## src/rtl/lbpc_pkg.sv

```systemverilog
// Shared types and constants for the LED blink and pattern controller.
package lbpc_pkg;

  // Fixed field widths of the input word.
  localparam int unsigned FuncW    = 3;
  localparam int unsigned SelW     = 2;
  localparam int unsigned IvalW    = 31;
  localparam int unsigned DataW    = 1 + SelW + IvalW;
  localparam int unsigned DataBytW = ((DataW + 7) / 8) * 8;

  // Pattern period after reset, in ticks.
  localparam logic [IvalW-1:0] PeriodReset = IvalW'(300);

  // Function codes of an input word.
  typedef enum logic [FuncW-1:0] {
    FUNC_TICK    = 3'd0,
    FUNC_ON      = 3'd1,
    FUNC_OFF     = 3'd2,
    FUNC_BLINK   = 3'd3,
    FUNC_CHASE   = 3'd4,
    FUNC_ALT     = 3'd5,
    FUNC_PAT_OFF = 3'd6
  } func_e;

  // Running pattern, as reported on the output.
  typedef enum logic [1:0] {
    PAT_NONE  = 2'd0,
    PAT_CHASE = 2'd1,
    PAT_ALT   = 2'd2
  } pat_kind_e;

  // Registered input word.
  typedef struct packed {
    logic [IvalW-1:0] ival;
    logic [SelW-1:0]  sel;
    logic             all_leds;
    logic [FuncW-1:0] func;
  } in_item_t;

  // Per-LED command, already resolved for that LED.
  typedef struct packed {
    logic tick;
    logic drive_on;
    logic drive_off;
    logic blink;
  } lane_cmd_t;

  // Pattern sequencer command.
  typedef struct packed {
    logic tick;
    logic start;
    logic alt;
    logic stop;
  } pat_cmd_t;

endpackage

```

## src/rtl/led_blink_pattern_controller.sv

```systemverilog
// LED blink and pattern controller: top level with input and result registers.
// Each word passes the input register, one level of decode and counter compare
// logic, then the result register. Throughput: one word per cycle while the result
// side does not stall.
// Reset: asynchronous, active low; all LEDs off, no pattern, pattern period 300,
// default pattern interval 300, both word registers empty.
module led_blink_pattern_controller
  import lbpc_pkg::*;
#(
  parameter int unsigned LED_COUNT = 4
) (
  input  logic                 clk_i,
  input  logic                 rst_ni,
  // Configuration: default pattern interval.
  input  logic                 cfg_we_i,
  input  logic [IvalW-1:0]     cfg_wdata_i,
  // Input words.
  input  logic                 s_axis_tvalid_i,
  output logic                 s_axis_tready_o,
  // all_leds[0], led_select[2:1], interval[33:3], zero padding above
  input  logic [DataBytW-1:0]  s_axis_tdata_i,
  // func[2:0]
  input  logic [FuncW-1:0]     s_axis_tuser_i,
  // Result words.
  output logic                 m_axis_tvalid_o,
  input  logic                 m_axis_tready_i,
  // led_levels[LED_COUNT-1:0], error, pattern_active[1:0], zero padding above
  output logic [((LED_COUNT + 3 + 7) / 8) * 8 - 1:0] m_axis_tdata_o
);

  localparam int unsigned OutW   = LED_COUNT + 3;
  localparam int unsigned OutBytW = ((OutW + 7) / 8) * 8;

  logic                 in_valid_q;
  in_item_t             in_q;
  logic                 out_valid_q;
  logic [OutW-1:0]      out_data_q;
  logic [LED_COUNT-1:0] levels_q;
  logic [LED_COUNT-1:0] levels_d;
  logic [IvalW-1:0]     dflt_q;
  logic                 advance;
  logic                 err;
  logic                 blink_ok;
  logic                 is_tick;
  logic                 is_on;
  logic                 is_off;
  logic                 is_blink;
  logic                 is_start;
  logic                 is_pat_off;
  lane_cmd_t            lane_cmd [LED_COUNT];
  logic [LED_COUNT-1:0] toggles;
  pat_cmd_t             pat_cmd;
  logic                 pat_fire;
  logic [LED_COUNT-1:0] pat_levels;
  pat_kind_e            pat_kind_d;

  // Handshake: the input register refills whenever its word moves on.
  assign advance         = in_valid_q && (!out_valid_q || m_axis_tready_i);
  assign s_axis_tready_o = !in_valid_q || advance;
  assign m_axis_tvalid_o = out_valid_q;
  assign m_axis_tdata_o  = OutBytW'(out_data_q);

  // Function decode.
  always_comb begin
    is_tick    = 1'b0;
    is_on      = 1'b0;
    is_off     = 1'b0;
    is_blink   = 1'b0;
    is_start   = 1'b0;
    is_pat_off = 1'b0;
    unique case (in_q.func)
      FUNC_TICK:    is_tick    = 1'b1;
      FUNC_ON:      is_on      = 1'b1;
      FUNC_OFF:     is_off     = 1'b1;
      FUNC_BLINK:   is_blink   = 1'b1;
      FUNC_CHASE:   is_start   = 1'b1;
      FUNC_ALT:     is_start   = 1'b1;
      FUNC_PAT_OFF: is_pat_off = 1'b1;
      default:      ;
    endcase
  end

  // A blink needs a nonzero interval and an LED that exists.
  assign blink_ok = is_blink && (in_q.ival != '0) && (int'(in_q.sel) < LED_COUNT);
  assign err      = is_blink && !blink_ok;

  // Per-LED commands and lanes.
  for (genvar g = 0; g < LED_COUNT; g++) begin : g_lane
    logic hit;
    assign hit = in_q.all_leds || (int'(in_q.sel) == g);
    assign lane_cmd[g].tick      = is_tick;
    assign lane_cmd[g].drive_on  = is_on && hit;
    assign lane_cmd[g].drive_off = (is_off && hit) || is_start || is_pat_off;
    assign lane_cmd[g].blink     = blink_ok && (int'(in_q.sel) == g);

    lbpc_blink_lane u_lane (
      .clk_i    (clk_i),
      .rst_ni   (rst_ni),
      .step_i   (advance),
      .cmd_i    (lane_cmd[g]),
      .ival_i   (in_q.ival),
      .toggle_o (toggles[g])
    );
  end

  // Pattern sequencer.
  assign pat_cmd.tick  = is_tick;
  assign pat_cmd.start = is_start;
  assign pat_cmd.alt   = (in_q.func == FUNC_ALT);
  assign pat_cmd.stop  = is_on || is_off || blink_ok || is_pat_off;

  lbpc_pattern #(
    .LED_COUNT (LED_COUNT)
  ) u_pattern (
    .clk_i    (clk_i),
    .rst_ni   (rst_ni),
    .step_i   (advance),
    .cmd_i    (pat_cmd),
    .ival_i   (in_q.ival),
    .dflt_i   (dflt_q),
    .fire_o   (pat_fire),
    .levels_o (pat_levels),
    .kind_d_o (pat_kind_d)
  );

  // LED levels after the current word.
  always_comb begin
    levels_d = levels_q;
    for (int i = 0; i < LED_COUNT; i++) begin
      if (lane_cmd[i].drive_on || lane_cmd[i].blink) begin
        levels_d[i] = 1'b1;
      end else if (lane_cmd[i].drive_off) begin
        levels_d[i] = 1'b0;
      end
    end
    if (is_tick) begin
      levels_d = pat_fire ? pat_levels : (levels_q ^ toggles);
    end
  end

  // Input register, levels, result register and default pattern interval.
  always_ff @(posedge clk_i or negedge rst_ni) begin
    if (!rst_ni) begin
      in_valid_q  <= 1'b0;
      out_valid_q <= 1'b0;
      levels_q    <= '0;
      dflt_q      <= PeriodReset;
    end else begin
      if (cfg_we_i) begin
        dflt_q <= cfg_wdata_i;
      end
      if (s_axis_tready_o) begin
        in_valid_q <= s_axis_tvalid_i;
      end
      if (advance) begin
        levels_q    <= levels_d;
        out_valid_q <= 1'b1;
      end else if (m_axis_tready_i) begin
        out_valid_q <= 1'b0;
      end
    end
  end

  // Payload registers.
  always_ff @(posedge clk_i) begin
    if (s_axis_tready_o && s_axis_tvalid_i) begin
      in_q <= in_item_t'({s_axis_tdata_i[DataW-1:0], s_axis_tuser_i});
    end
    if (advance) begin
      out_data_q <= {pat_kind_d, err, levels_d};
    end
  end

  // A pattern start always shows all LEDs dark.
  a_start_dark: assert property (@(posedge clk_i) disable iff (!rst_ni)
    advance && is_start |=> (out_data_q[LED_COUNT-1:0] == '0))
    else $error("pattern start left an LED lit");

  // A stalled input word is held, not dropped.
  a_hold_input: assert property (@(posedge clk_i) disable iff (!rst_ni)
    in_valid_q && !advance |=> in_valid_q)
    else $error("input word lost while stalled");

  // Backpressure only when both registers are full.
  a_ready: assert property (@(posedge clk_i) disable iff (!rst_ni)
    !s_axis_tready_o |-> (in_valid_q && out_valid_q))
    else $error("input stalled with a free register");

  // A rejected blink neither starts nor stops a pattern.
  a_err_kind: assert property (@(posedge clk_i) disable iff (!rst_ni)
    advance && err |-> !pat_cmd.start && !pat_cmd.stop)
    else $error("rejected blink changed state");

endmodule

```

## src/rtl/lbpc_blink_lane.sv

```systemverilog
// One LED's mode and blink counter.
module lbpc_blink_lane
  import lbpc_pkg::*;
(
  input  logic             clk_i,
  input  logic             rst_ni,
  input  logic             step_i,
  input  lane_cmd_t        cmd_i,
  input  logic [IvalW-1:0] ival_i,
  output logic             toggle_o
);

  typedef enum logic [1:0] {
    ST_DARK     = 2'd0,
    ST_STEADY   = 2'd1,
    ST_BLINKING = 2'd2
  } mode_e;

  mode_e            mode_q;
  logic [IvalW-1:0] interval_q;
  logic [IvalW-1:0] elapsed_q;
  logic [IvalW-1:0] elapsed_inc;

  // The count wraps within its width, then is compared to the interval.
  assign elapsed_inc = elapsed_q + IvalW'(1);
  assign toggle_o    = cmd_i.tick && (mode_q == ST_BLINKING) && (elapsed_inc >= interval_q);

  // Mode and counter update for each processed word.
  always_ff @(posedge clk_i or negedge rst_ni) begin
    if (!rst_ni) begin
      mode_q     <= ST_DARK;
      interval_q <= '0;
      elapsed_q  <= '0;
    end else if (step_i) begin
      if (cmd_i.drive_on) begin
        mode_q <= ST_STEADY;
      end else if (cmd_i.drive_off) begin
        mode_q <= ST_DARK;
      end else if (cmd_i.blink) begin
        mode_q     <= ST_BLINKING;
        interval_q <= ival_i;
        elapsed_q  <= '0;
      end else if (cmd_i.tick && (mode_q == ST_BLINKING)) begin
        elapsed_q <= toggle_o ? '0 : elapsed_inc;
      end
    end
  end

endmodule

```

## src/rtl/lbpc_pattern.sv

```systemverilog
// Chase and alternate pattern sequencer with its step timer.
module lbpc_pattern
  import lbpc_pkg::*;
#(
  parameter int unsigned LED_COUNT = 4
) (
  input  logic                 clk_i,
  input  logic                 rst_ni,
  input  logic                 step_i,
  input  pat_cmd_t             cmd_i,
  input  logic [IvalW-1:0]     ival_i,
  input  logic [IvalW-1:0]     dflt_i,
  output logic                 fire_o,
  output logic [LED_COUNT-1:0] levels_o,
  output pat_kind_e            kind_d_o
);

  localparam int unsigned PosW = $clog2(LED_COUNT);

  pat_kind_e        kind_q;
  logic [IvalW-1:0] period_q;
  logic [IvalW-1:0] elapsed_q;
  logic [PosW-1:0]  pos_q;
  logic             phase_q;
  logic [IvalW-1:0] elapsed_inc;
  logic             phase_nxt;

  assign elapsed_inc = elapsed_q + IvalW'(1);
  assign fire_o      = cmd_i.tick && (kind_q != PAT_NONE) && (elapsed_inc >= period_q);
  assign phase_nxt   = ~phase_q;

  // Levels driven when the pattern steps.
  always_comb begin
    levels_o = '0;
    if (kind_q == PAT_CHASE) begin
      levels_o = LED_COUNT'(1) << pos_q;
    end else begin
      for (int i = 0; i < LED_COUNT; i++) begin
        levels_o[i] = (i % 2 == 0) ? phase_nxt : phase_q;
      end
    end
  end

  // Pattern kind after the current word.
  always_comb begin
    kind_d_o = kind_q;
    if (cmd_i.start) begin
      kind_d_o = cmd_i.alt ? PAT_ALT : PAT_CHASE;
    end else if (cmd_i.stop) begin
      kind_d_o = PAT_NONE;
    end
  end

  // Timer and step state.
  always_ff @(posedge clk_i or negedge rst_ni) begin
    if (!rst_ni) begin
      kind_q    <= PAT_NONE;
      period_q  <= PeriodReset;
      elapsed_q <= '0;
      pos_q     <= '0;
      phase_q   <= 1'b0;
    end else if (step_i) begin
      kind_q <= kind_d_o;
      if (cmd_i.start) begin
        period_q  <= (ival_i != '0) ? ival_i : dflt_i;
        elapsed_q <= '0;
        pos_q     <= '0;
        phase_q   <= 1'b0;
      end else if (cmd_i.tick && (kind_q != PAT_NONE)) begin
        elapsed_q <= fire_o ? '0 : elapsed_inc;
        if (fire_o) begin
          if (kind_q == PAT_CHASE) begin
            pos_q <= (pos_q == PosW'(LED_COUNT - 1)) ? '0 : pos_q + PosW'(1);
          end else begin
            phase_q <= phase_nxt;
          end
        end
      end
    end
  end

endmodule

```

## config.mk

```make
export PLATFORM = sky130hd
export DESIGN_NAME = led_blink_pattern_controller
export DESIGN_NICKNAME = d
export VERILOG_FILES = /design/src/rtl/lbpc_pkg.sv /design/src/rtl/led_blink_pattern_controller.sv /design/src/rtl/lbpc_blink_lane.sv /design/src/rtl/lbpc_pattern.sv
export SDC_FILE = /design/constraint.sdc
export NUM_CORES = 1
export LEC_CHECK = 0
export BUFFER_PORTS_ARGS = -buffer_cell sky130_fd_sc_hd__buf_2
export CORE_AREA = 2 2 298 300
export CTS_CLUSTER_SIZE = 14
export DETAILED_ROUTE_END_ITERATION = 10
export DIE_AREA = 0 0 300 302
export PLACE_DENSITY_LB_ADDON = 0.1
export SYNTH_ARGS = -nofsm -noshare
export SYNTH_HDL_FRONTEND = slang
export SYNTH_SLANG_ARGS = --single-unit
```

## constraint.sdc

```tcl
create_clock -name clk_i -period 10.15 [get_ports clk_i]
set_input_delay 2.03 -clock clk_i [delete_from_list [all_inputs] [get_ports clk_i]]
set_output_delay 2.03 -clock clk_i [all_outputs]
set_load 0.03 [all_outputs]
```

# Word level (Yosys, flattened, before mapping)
# Cells that the tools add are included.
dict set report word_totals {
  word_cells 206
  output_inout_bits 10
  register_bits 404
}
dict set report classes {
  n_lt_le_gt_ge 5
  mux 59
  add_sub_neg 6
  eq_ne 16
  n_bitwise 10
  shifts 1
  n_reduce_logical 83
}
# operator n
set op_table {}
lappend op_table {{two-way mux 31 bit} 16}
lappend op_table {{adder 31 x 1 -> 31 bit (second input constant)} 5}
lappend op_table {{>= comparator 31 bit} 5}
lappend op_table {{two-way mux 2 bit} 20}
lappend op_table {{AND reduction 4 bit} 10}
lappend op_table {{nonzero test 31 bit} 1}
lappend op_table {{logical AND 1 bit} 26}
lappend op_table {{logical OR 1 bit} 21}
lappend op_table {{two-way mux 1 bit} 20}
lappend op_table {{nonzero test 2 bit} 9}
lappend op_table {{== test 2 bit (second input constant)} 7}
lappend op_table {{two-way mux 4 bit} 3}
lappend op_table {{AND reduction 2 bit} 6}
lappend op_table {{nonzero test 3 bit} 4}
lappend op_table {{== test 3 bit (second input constant)} 3}
lappend op_table {{inverter 1 bit} 9}
lappend op_table {{== test 3 x 2 -> 1 bit (second input constant)} 2}
lappend op_table {{== test 2 x 1 -> 1 bit (second input constant)} 2}
lappend op_table {{left shift 1 x 2 -> 4 bit (first input constant)} 1}
lappend op_table {{bitwise XOR 4 bit} 1}
lappend op_table {{== test 3 x 1 -> 1 bit (second input constant)} 1}
lappend op_table {{logical NOT 1 bit} 3}
lappend op_table {{logical NOT 3 bit} 1}
lappend op_table {{adder 2 x 1 -> 2 bit (second input constant)} 1}
lappend op_table {{3 further kinds} 3}

# Logic depth before layout (Yosys ltp)
# Gate-level depths: netlist of run 1.
dict set report logic_depth {
  depth_word 8
  mapped_depth 20
}

# Hierarchy
# A second synthesis of run 1 with hierarchy kept.
dict set report unflattened {
  cells_unflattened 2296
  hier_area_um2 22846.9
}
# mod area_per_inst_um2 seq_area_each_um2 cells_each n_inst
set modules_own_cells {}
lappend modules_own_cells {lbpc_blink_lane 3769.9 1601.5 393 4}
lappend modules_own_cells {lbpc_pattern 4533.1 1681.6 513 1}
lappend modules_own_cells {led_blink_pattern_controller 3234.4 2252.2 211 1}

# Least setup slack after synthesis of run 1
# Ideal clock, no wire load.
dict set report synth_timing {
  path_kind {input -> output}
  startpoint {input port m_axis_tready_i}
  endpoint {output port s_axis_tready_o}
  setup_slack_ns 5.744
  path_stages 1
  required_ns 8.120
  arrival_ns 2.376
  n_path_buf 0
  cell_sequence {nand3b_1}
}
dict set report synth_between {
  elab_chain_len 3
}
# element line
set synth_lines {}
lappend synth_lines {{start: declaration} led_blink_pattern_controller.sv:26} ;# input logic m_axis_tready_i,
lappend synth_lines {{logical OR 1 bit} led_blink_pattern_controller.sv:58} ;# assign advance = in_valid_q && (!out_valid_q || m_axis_tready_i);
lappend synth_lines {{logical AND 1 bit} led_blink_pattern_controller.sv:58}
lappend synth_lines {{logical OR 1 bit} led_blink_pattern_controller.sv:59} ;# assign s_axis_tready_o = !in_valid_q || advance;
lappend synth_lines {{end: declaration} led_blink_pattern_controller.sv:19} ;# output logic s_axis_tready_o,
# No other way between the ends.

# Worst setup path after layout of run 1
dict set report layout_timing {
  startpoint {register g_lane[1].u_lane.elapsed_q[0]}
  endpoint {register g_lane[1].u_lane.elapsed_q[25]}
}
dict set report layout_between {
  elab_chain_len 6
}
# element line
set layout_lines {}
lappend layout_lines {{start: declaration} lbpc_blink_lane.sv:21} ;# logic [IvalW-1:0] elapsed_q;
lappend layout_lines {{start signal: assignment} lbpc_blink_lane.sv:44} ;# elapsed_q <= toggle_o ? '0 : elapsed_inc;
lappend layout_lines {{adder 31 x 1 -> 31 bit (*)} lbpc_blink_lane.sv:25} ;# assign elapsed_inc = elapsed_q + IvalW'(1);
lappend layout_lines {{>= comparator 31 bit} lbpc_blink_lane.sv:26} ;# assign toggle_o = cmd_i.tick && (mode_q == ST_BLINKING) && (elapsed_inc >= interval_q);
lappend layout_lines {{logical AND 1 bit} lbpc_blink_lane.sv:26}
lappend layout_lines {{two-way mux 31 bit (*)} lbpc_blink_lane.sv:44}
lappend layout_lines {{two-way mux 31 bit (*)} lbpc_blink_lane.sv:43} ;# end else if (cmd_i.tick && (mode_q == ST_BLINKING)) begin
lappend layout_lines {{two-way mux 31 bit (*)} lbpc_blink_lane.sv:39} ;# end else if (cmd_i.blink) begin
# Every way passes the cells marked *; elsewhere a longest branch is shown, timed or not. The select of a mux whose other input is x is not followed.
# A chain may end at the register's enable or synchronous reset.

==> results of run 1 <==
==> cell families after synthesis <==
| logic type | count (synthesis) | share of synthesized area, % |
|---|---|---|
| AND/OR/NAND/NOR | 616 | 13.6 |
| AO/OA/AOI/OAI | 521 | 14.7 |
| flip-flops | 404 | 45.9 |
| buffers and inverters | 265 | 4.49 |
| adder cells (fa/ha/maj) | 164 | 9.10 |
| XOR/XNOR | 147 | 5.71 |
| multiplexers | 132 | 6.58 |
| other | 1 | 0.0166 |
==> sequential cells by signal, indices dropped and copies added (netlist names), 2 cells and up <==
signal                    cells
u_pattern.period_q           31
g_lane.u_lane.mode_q          8
levels_q                      4
out_data_q                    7
u_pattern.kind_q              2
u_pattern.elapsed_q          31
g_lane.u_lane.elapsed_q     124
in_q                         37
g_lane.u_lane.interval_q    124
dflt_q                       31
u_pattern.pos_q               2
==> cell usage after synthesis (all sizes together) (10+ instances only) <==
cell type and instances:
a21o 25, a21oi 128, o21a 10, o21ai 160, xnor2 92, ha 164, xor2 55, nor2b 17
nor3 19, clkbuf 81, nand2 195, o31ai 33, a22o 53, buf 12, a31oi 13, inv 171
and3 38, edfxtp 44, a211oi 39, nand4 50, o211ai 10, dfrtp 352, nor4 16, nand2b 25
and2 18, mux2 130, nand3 78, and4 13, nor2 117, o22a 10
==> stage by stage <==
step | setup slack [ps] | hold WS [ps] | power [uW] | area (um^2) | instances
finish | 4590 | 489 | 4490 | 26200 | 3537
global route | 3950 | 511 | 4740 | 26200 | 3535
CTS | 4470 | 492 | 4580 | 26200 | 3535
detailed placement | 4470 | 479 | 2570 | 24400 | 3440
global placement | 4590 | 468 | 2560 | 24400 | 3440
floorplan | 5740 | 454 | 2330 | 22600 | 2250
==> power by group through the flow <==
stage	Combinational, uW	Clock (uW)	Sequential, uW
3_5_place_dp	601	0	1970
6_report	588	1960	1940
4_1_cts	606	2030	1940
2_1_floorplan	403	0	1930
5_1_grt	685	2090	1960
3_3_place_gp	590	0	1970
==> final timing paths <==
| path | start | to | slack, ps |
|---|---|---|---|
| worst max-delay path | g_lane[1].u_lane.elapsed_q[0]$_DFFE_PN0P_ | g_lane[1].u_lane.elapsed_q[25]$_DFFE_PN0P_ | 4590 |
| worst min-delay path | u_pattern.period_q[0]$_DFFE_PN0P_ | u_pattern.period_q[0]$_DFFE_PN0P_ | 490 |
| worst max register to register | g_lane[1].u_lane.elapsed_q[0]$_DFFE_PN0P_ | g_lane[1].u_lane.elapsed_q[25]$_DFFE_PN0P_ | 4590 |
| worst min register to register | u_pattern.period_q[0]$_DFFE_PN0P_ | u_pattern.period_q[0]$_DFFE_PN0P_ | 490 |
| max in group asynchronous | rst_ni | g_lane[2].u_lane.elapsed_q[9]$_DFFE_PN0P_ | 6550 |
| min in group asynchronous | rst_ni | g_lane[1].u_lane.interval_q[6]$_DFFE_PN0P_ | 1440 |
==> critical path: stages (launching register included) <==
cell and delay [ps]:
dfrtp_1 440, ha_1 290, nand3_1 200, nor3_1 500, nand2_1 230, nor3_1 630
nand3_1 250, xnor2_1 200, ha_1 290, and4_1 210, nand4_1 150, or3_1 420
o211ai_1 180, buf_4 350, clkinv_1 630, a22o_1 440
==> cell type report <==
cell class                      instances  area, um^2
Sequential cell                       404       10300
Inverter                              172         646
Fill cell                            9141       61400
Timing Repair Buffer                  118         693
Multi-Input combinational cell       1581       11200
Antenna cell                            2        5.00
Clock inverter                         21         274
Tap cell                             1165        1460
Clock buffer                           74        1530
==> layout by cell type (no fill, tap or decap), types with 12 or more instances in the layout <==
master     count
xnor2_1       92
buf_2         80
dfrtp_1      352
a31oi_1       12
nor4_1        14
nor2_1       113
o21ai_0      156
mux2_2       130
a21oi_1      128
nor3_1        17
ha_1         164
a22o_1        53
xor2_1        55
nand3_1       76
nand4_1       50
o31ai_1       33
buf_4         37
clkinv_2      12
edfxtp_1      44
clkbuf_8      12
a211oi_1      39
inv_1        170
nor2b_1       17
nand2b_1      25
a21o_1        25
and2_1        17
nand2_1      194
clkbuf_16     53
and3_1        38
and4_1        13
==> per-layer routing <==
metal / vias to the layer above / global-route usage (%)
met3: 86 / 2.94
met1: 8255 / 20.2
met2: 310 / 24.1
met5: - / 0
li1: 8167 / -
met4: 2 / 4.00
==> impl_metrics.env, run 1 <==
export IMPL_cellInternalPower_uw=3260
export IMPL_post_cts_buffers=0
export IMPL_clk_path_buf_depth=3
export IMPL_synth_main_ff_cell="dfrtp_1"
export IMPL_track_usage_pct=14.9
export IMPL_yosysTopAreaCell="dfrtp_1"
export IMPL_async_flop_share_pct=89.1
export IMPL_fin_nets=2571
export IMPL_synth_fp_nets=2493
export IMPL_cts_buffers=51
export IMPL_setup_violations=0
export IMPL_syn_area_per_cell_um2=10.0
export IMPL_vias=16800
export IMPL_slew_violations=0
export IMPL_route_met2_wl_um=30400
export IMPL_cts_tree="yes"
export IMPL_detail_route_iter0_violations=1004
export IMPL_synth_area_leaders="dfrtp_1, ha_1, mux2_2, edfxtp_1, xnor2_1"
export IMPL_via_per_inst=4.76
export IMPL_status="completed"
export IMPL_hp_class="flip-flop to flip-flop"
export IMPL_end_kind="flip-flop"
export IMPL_root_buffer="clkbuf_16"
export IMPL_synth_cells=2250
export IMPL_port_buffer_count=81
export IMPL_ctsResizeCount=0
export IMPL_ctsHtreeMaxLevel=2
export IMPL_clkPwrFrac_pct=43.7
export IMPL_drc=0
export IMPL_overflow=0
export IMPL_cts_hold_buffers=0
export IMPL_wl_met1_um=31300
export IMPL_grt_pass1_wl_um=104000
export IMPL_clkLatencyLatePin_ps=610
export IMPL_start_util_pct=25.8
export IMPL_powerDensity_mw_per_mm2=172
export IMPL_ant_nets=0
export IMPL_yosysUniqueCellTypes=74
export IMPL_die_area_mm2=0.0906
export IMPL_top_layer="met5"
export IMPL_max_freq_ghz=0.180
export IMPL_switching_power_uw=1220
export IMPL_relSlewSlack_pct=17.0
export IMPL_required_ps=10630
export IMPL_ir_worst_vdd_uv=121
export IMPL_layout_min_cycle_time_ps=5560
export IMPL_wire_per_inst_um=18.9
export IMPL_path_max_fanout=31
export IMPL_synth_seq_cells=404
export IMPL_ys_seq_area_share_pct=45.9
export IMPL_cts_sinks=404
export IMPL_hold_viol=0
export IMPL_setup_tns_ps=0
export IMPL_netlist_area_leader_share_pct=39.1
export IMPL_area_delta_synth_final_pct=16.1
export IMPL_dr_pass1_iters=5
export IMPL_period_share_pct=54.8
export IMPL_antenna_found_initial=7
export IMPL_synth_edf_count=44
export IMPL_fin_util_pct=29.9
export IMPL_holdPathStages=2
export IMPL_pwr_share_seq_pct=43.2
export IMPL_dp_final_hpwl_um=44500
export IMPL_yosysWarnings=0
export IMPL_worst_setup_path_type="flip-flop to flip-flop"
export IMPL_rows=109
export IMPL_rsz0062_at_grt="false"
export IMPL_grt_pass1_vias=17200
export IMPL_coreArea_mm2=0.0876
export IMPL_clkTransAtPathRegs_ps=60
export IMPL_leakagePower_uw=0.0120
export IMPL_worst_r2r_cell_count=15
export IMPL_die_h_um=302
export IMPL_skew_ps=18.5
export IMPL_tightest_slew_ps=1240
export IMPL_crit_arrival_ps=6050
export IMPL_gp_congestion=0.765
export IMPL_syn_area_mm2=0.0226
export IMPL_p_comb_share_pct=13.1
export IMPL_wl_met3_um=3660
export IMPL_p_sw_share_pct=27.3
export IMPL_grt_start_max_net_pins=89
export IMPL_io_pins=89
export IMPL_wl_um=66900
export IMPL_fp_dieW_um=300
export IMPL_layout_drive_gt1_share_pct=15.6
export IMPL_cp_start_kind="flip-flop"
export IMPL_cap_violations=0
No activity file was read; power rests on OpenSTA's default activity.
==> run 2, diff against run 1 <==
ABC_AREA = 1   (was unset)
CORE_AREA = 2 2 307 309   (was 2 2 298 300)
DIE_AREA = 0 0 309 311   (was 0 0 300 302)
clock period = 5.3 ns   (was 10.15 ns; I/O delays follow)
==> run 2 against run 1 <==
Hold slack lost 6.2 ps. Sequential cell count unchanged. Synthesized cell count rose by 32%.
==> impl_metrics.env, run 2 <==
export IMPL_whs_ps=483
export IMPL_synth_seq_cells=404
export IMPL_dp_final_hpwl_um=56900
export IMPL_skew_ps=25.2
export IMPL_worstHoldStart="dflt_q[8]$_DFFE_PN1P_"
export IMPL_synth_area_leaders="dfrtp_1, nand2_1, ha_1, inv_1, edfxtp_1"
export IMPL_synth_fp_nets=3216
export IMPL_wire_per_inst_um=17.5
export IMPL_path_max_fanout=12
export IMPL_hp_class="flip-flop to flip-flop"
export IMPL_area_delta_synth_final_pct=15.0
export IMPL_ant_nets=0
export IMPL_overflow=0
export IMPL_post_cts_buffers=0
export IMPL_synth_cells=2973
export IMPL_synth_main_ff_cell="dfrtp_1"
export IMPL_layout_drive_gt1_share_pct=9.34
export IMPL_synth_top_family_by_area="simple AND/OR/NAND/NOR gates"
export IMPL_rows=112
export IMPL_die_area_mm2=0.0961
export IMPL_die_h_um=311
export IMPL_cts_hold_buffers=0
export IMPL_required_ps=5740
export IMPL_hold_viol=0
export IMPL_ir_worst_vdd_uv=228
export IMPL_detail_route_iter0_violations=1235
export IMPL_period_share_pct=83.9
export IMPL_clk_path_buf_depth=3
export IMPL_relSlewSlack_pct=31.6
export IMPL_clkPwrFrac_pct=30.3
export IMPL_final_common_cell="nand2_1"
export IMPL_io_pins=89
export IMPL_synth_simple_area_share_pct=22.2
export IMPL_grt_start_max_net_pins=102
export IMPL_grt_pass1_wl_um=118000
export IMPL_yosys_cell_count_top_type="nand2_1"
export IMPL_via_per_inst=4.47
export IMPL_synth_xor_area_share_pct=4.91
export IMPL_fin_nets=3305
export IMPL_ys_seq_area_share_pct=43.3
export IMPL_yosysTopAreaCell="dfrtp_1"
export IMPL_dr_pass1_iters=5
export IMPL_vias=19500
export IMPL_antenna_found_initial=7
export IMPL_wl_um=76500
export IMPL_ff2ff_setup_slack_ps=850
export IMPL_powerDensity_mw_per_mm2=438
export IMPL_setup_tns_ps=0
export IMPL_setup_violations=0
export IMPL_leakagePower_uw=0.0134
export IMPL_worst_r2r_cell_count=26
export IMPL_r2r_end="g_lane[1].u_lane.elapsed_q[5]$_DFFE_PN0P_"
export IMPL_cellInternalPower_uw=7530
export IMPL_slew_violations=0
export IMPL_pwr_share_seq_pct=37.8
export IMPL_fin_util_pct=29.6
export IMPL_ctsHtreeMaxLevel=2
export IMPL_yosysWarnings=0
export IMPL_cts_tree="yes"
export IMPL_muxShareOfSynthArea_pct=1.46
export IMPL_crit_top_cell="nand2_1"
export IMPL_drc=0
export IMPL_grt_pass1_vias=19700
export IMPL_cts_sinks=404
export IMPL_netlist_area_leader_share_pct=36.9
export IMPL_cap_violations=0
export IMPL_track_usage_pct=15.9
export IMPL_synth_common_cells="nand2_1, inv_1, dfrtp_1"
export IMPL_tightest_slew_ps=1030
export IMPL_fp_dieW_um=309
export IMPL_yosysUniqueCellTypes=49
export IMPL_port_buffer_count=81
export IMPL_layout_min_cycle_time_ps=4450
export IMPL_holdPathStages=2
export IMPL_crit_arrival_ps=4880
export IMPL_synth_edf_count=44
export IMPL_cts_buffers=53
export IMPL_min_to="u_pattern.period_q[8]$_DFFE_PN1P_"
export IMPL_p_total_uw=12000
export IMPL_worstReg2RegStart="g_lane[1].u_lane.elapsed_q[0]$_DFFE_PN0P_"
export IMPL_worst_setup_path_type="flip-flop to flip-flop"
export IMPL_max_freq_ghz=0.225
export IMPL_end_kind="flip-flop"
export IMPL_clkTransAtPathRegs_ps=60
export IMPL_start_util_pct=25.8
export IMPL_p_comb_share_pct=31.9
export IMPL_rsz0062_at_grt="false"
export IMPL_async_flop_share_pct=89.1
export IMPL_reg_top3="g_lane.u_lane.elapsed_q (124), g_lane.u_lane.interval_q (124), in_q (37)"
export IMPL_gp_congestion=0.859
export IMPL_clkLatencyLatePin_ps=620
export IMPL_slowest_stage="nand2_1"
export IMPL_status="completed"
export IMPL_switching_power_uw=4510
export IMPL_ctsResizeCount=0
export IMPL_syn_area_per_cell_um2=8.04
export IMPL_syn_area_mm2=0.0239
export IMPL_path_buf_inv=2
export IMPL_synth_compound_area_share_pct=9.53
export IMPL_fillCellCount=10000
export IMPL_cp_start_kind="flip-flop"
export IMPL_p_sw_share_pct=37.5
export IMPL_cpPeakStageDelay_ps=450
export IMPL_root_buffer="clkbuf_16"
export IMPL_path_delay_family="simple AND/OR/NAND/NOR gates"
export IMPL_synthAdderAreaFrac_pct=8.59
export IMPL_coreArea_mm2=0.0928
export IMPL_final_cell_mix="nand2_1, inv_1, dfrtp_1"
run 2: changes by cell type in the layout (fill, tap and decap cells not counted), moves of 40 or more:
cell and delta:
inv_1 +360, xor2_1 +75, nor3_1 +40, a22o_1 -53, o22ai_1 +44, nand2_1 +503
a21oi_1 -64, xnor2_1 -88, nand3_1 +48, mux2_2 -99, nor2_1 +92
run 2: worst max-delay path by stage:
| stage | slack, ps | cells past startpoint | end | start |
|---|---|---|---|---|
| after floorplan | 2050 | 23 | u_pattern.elapsed_q[0]$_DFFE_PN0P_ | u_pattern.elapsed_q[0]$_DFFE_PN0P_ |
| after global placement | 910 | 24 | g_lane[1].u_lane.elapsed_q[5]$_DFFE_PN0P_ | g_lane[1].u_lane.elapsed_q[0]$_DFFE_PN0P_ |
| after detailed placement | 900 | 24 | g_lane[1].u_lane.elapsed_q[5]$_DFFE_PN0P_ | g_lane[1].u_lane.elapsed_q[0]$_DFFE_PN0P_ |
| after CTS | 890 | 21 | u_pattern.elapsed_q[20]$_DFFE_PN0P_ | u_pattern.elapsed_q[0]$_DFFE_PN0P_ |
| after global routing | 370 | 24 | g_lane[1].u_lane.elapsed_q[27]$_DFFE_PN0P_ | g_lane[1].u_lane.elapsed_q[0]$_DFFE_PN0P_ |
| final | 850 | 26 | g_lane[1].u_lane.elapsed_q[5]$_DFFE_PN0P_ | g_lane[1].u_lane.elapsed_q[0]$_DFFE_PN0P_ |
run 2: layout make-up:
cell class / count / area [um^2] / share of cell area, %
multi-input combinational: 1957 / 11200 / 40.7
sequential: 404 / 10300 / 37.6
inverter: 544 / 2040 / 7.44
tap: 1254 / 1570 / 5.71
clock buffer: 77 / 1520 / 5.52
timing repair buffer: 102 / 598 / 2.18
clock inverter: 20 / 233 / 0.847
antenna: 1 / 2.50 / 0.00911
run 2: power by group through the flow:
| stage | Combinational [uW] | Sequential (uW) | Clock [uW] |
|---|---|---|---|
| CTS | 3910 | 4550 | 3800 |
| global placement | 3810 | 4590 | 0 |
| floorplan | 2800 | 4440 | 0 |
| detailed placement | 3890 | 4590 | 0 |
| global route | 4500 | 4660 | 3930 |
| finish | 3840 | 4550 | 3650 |
run 2: layer usage:
metal  vias up  global-route usage (%)  share of wire [%]
met5         -                       0                  0
met3        90                    2.30                3.9
li1       9730                       -                  -
met2       358                    25.7                 46
met1      9320                    22.2                 48
met4         0                    3.91                2.2
run 2: through the flow:
| step | cell area (um^2) | worst slack [ps] | cells |
|---|---|---|---|
| 6_report | 27500 | 851 | 4359 |
| 3_3_place_gp | 25700 | 906 | 4261 |
| 5_1_grt | 27500 | 373 | 4358 |
| 2_1_floorplan | 23900 | 2050 | 2973 |
| 3_5_place_dp | 25700 | 904 | 4261 |
| 4_1_cts | 27500 | 887 | 4358 |
run 2: worst reg2reg max path, delay by kind of cell, from the launching register on:
| family | cells | cell delay (ps) |
|---|---|---|
| flops | 1 | 410 |
| fa+ha+maj | 2 | 540 |
| simple gates | 21 | 2810 |
| compound gates | 1 | 100 |
| buf+inv | 2 | 410 |
run 2: cells by family after synthesis:
| group | count (synthesis) |
|---|---|
| buffers and inverters | 612 |
| other | 1 |
| DFF | 404 |
| adders and majority gates | 164 |
| muxes | 31 |
| and+or+nand+nor | 1218 |
| AOI/OAI and AO/OA | 409 |
| xor gates and xnor gates | 134 |
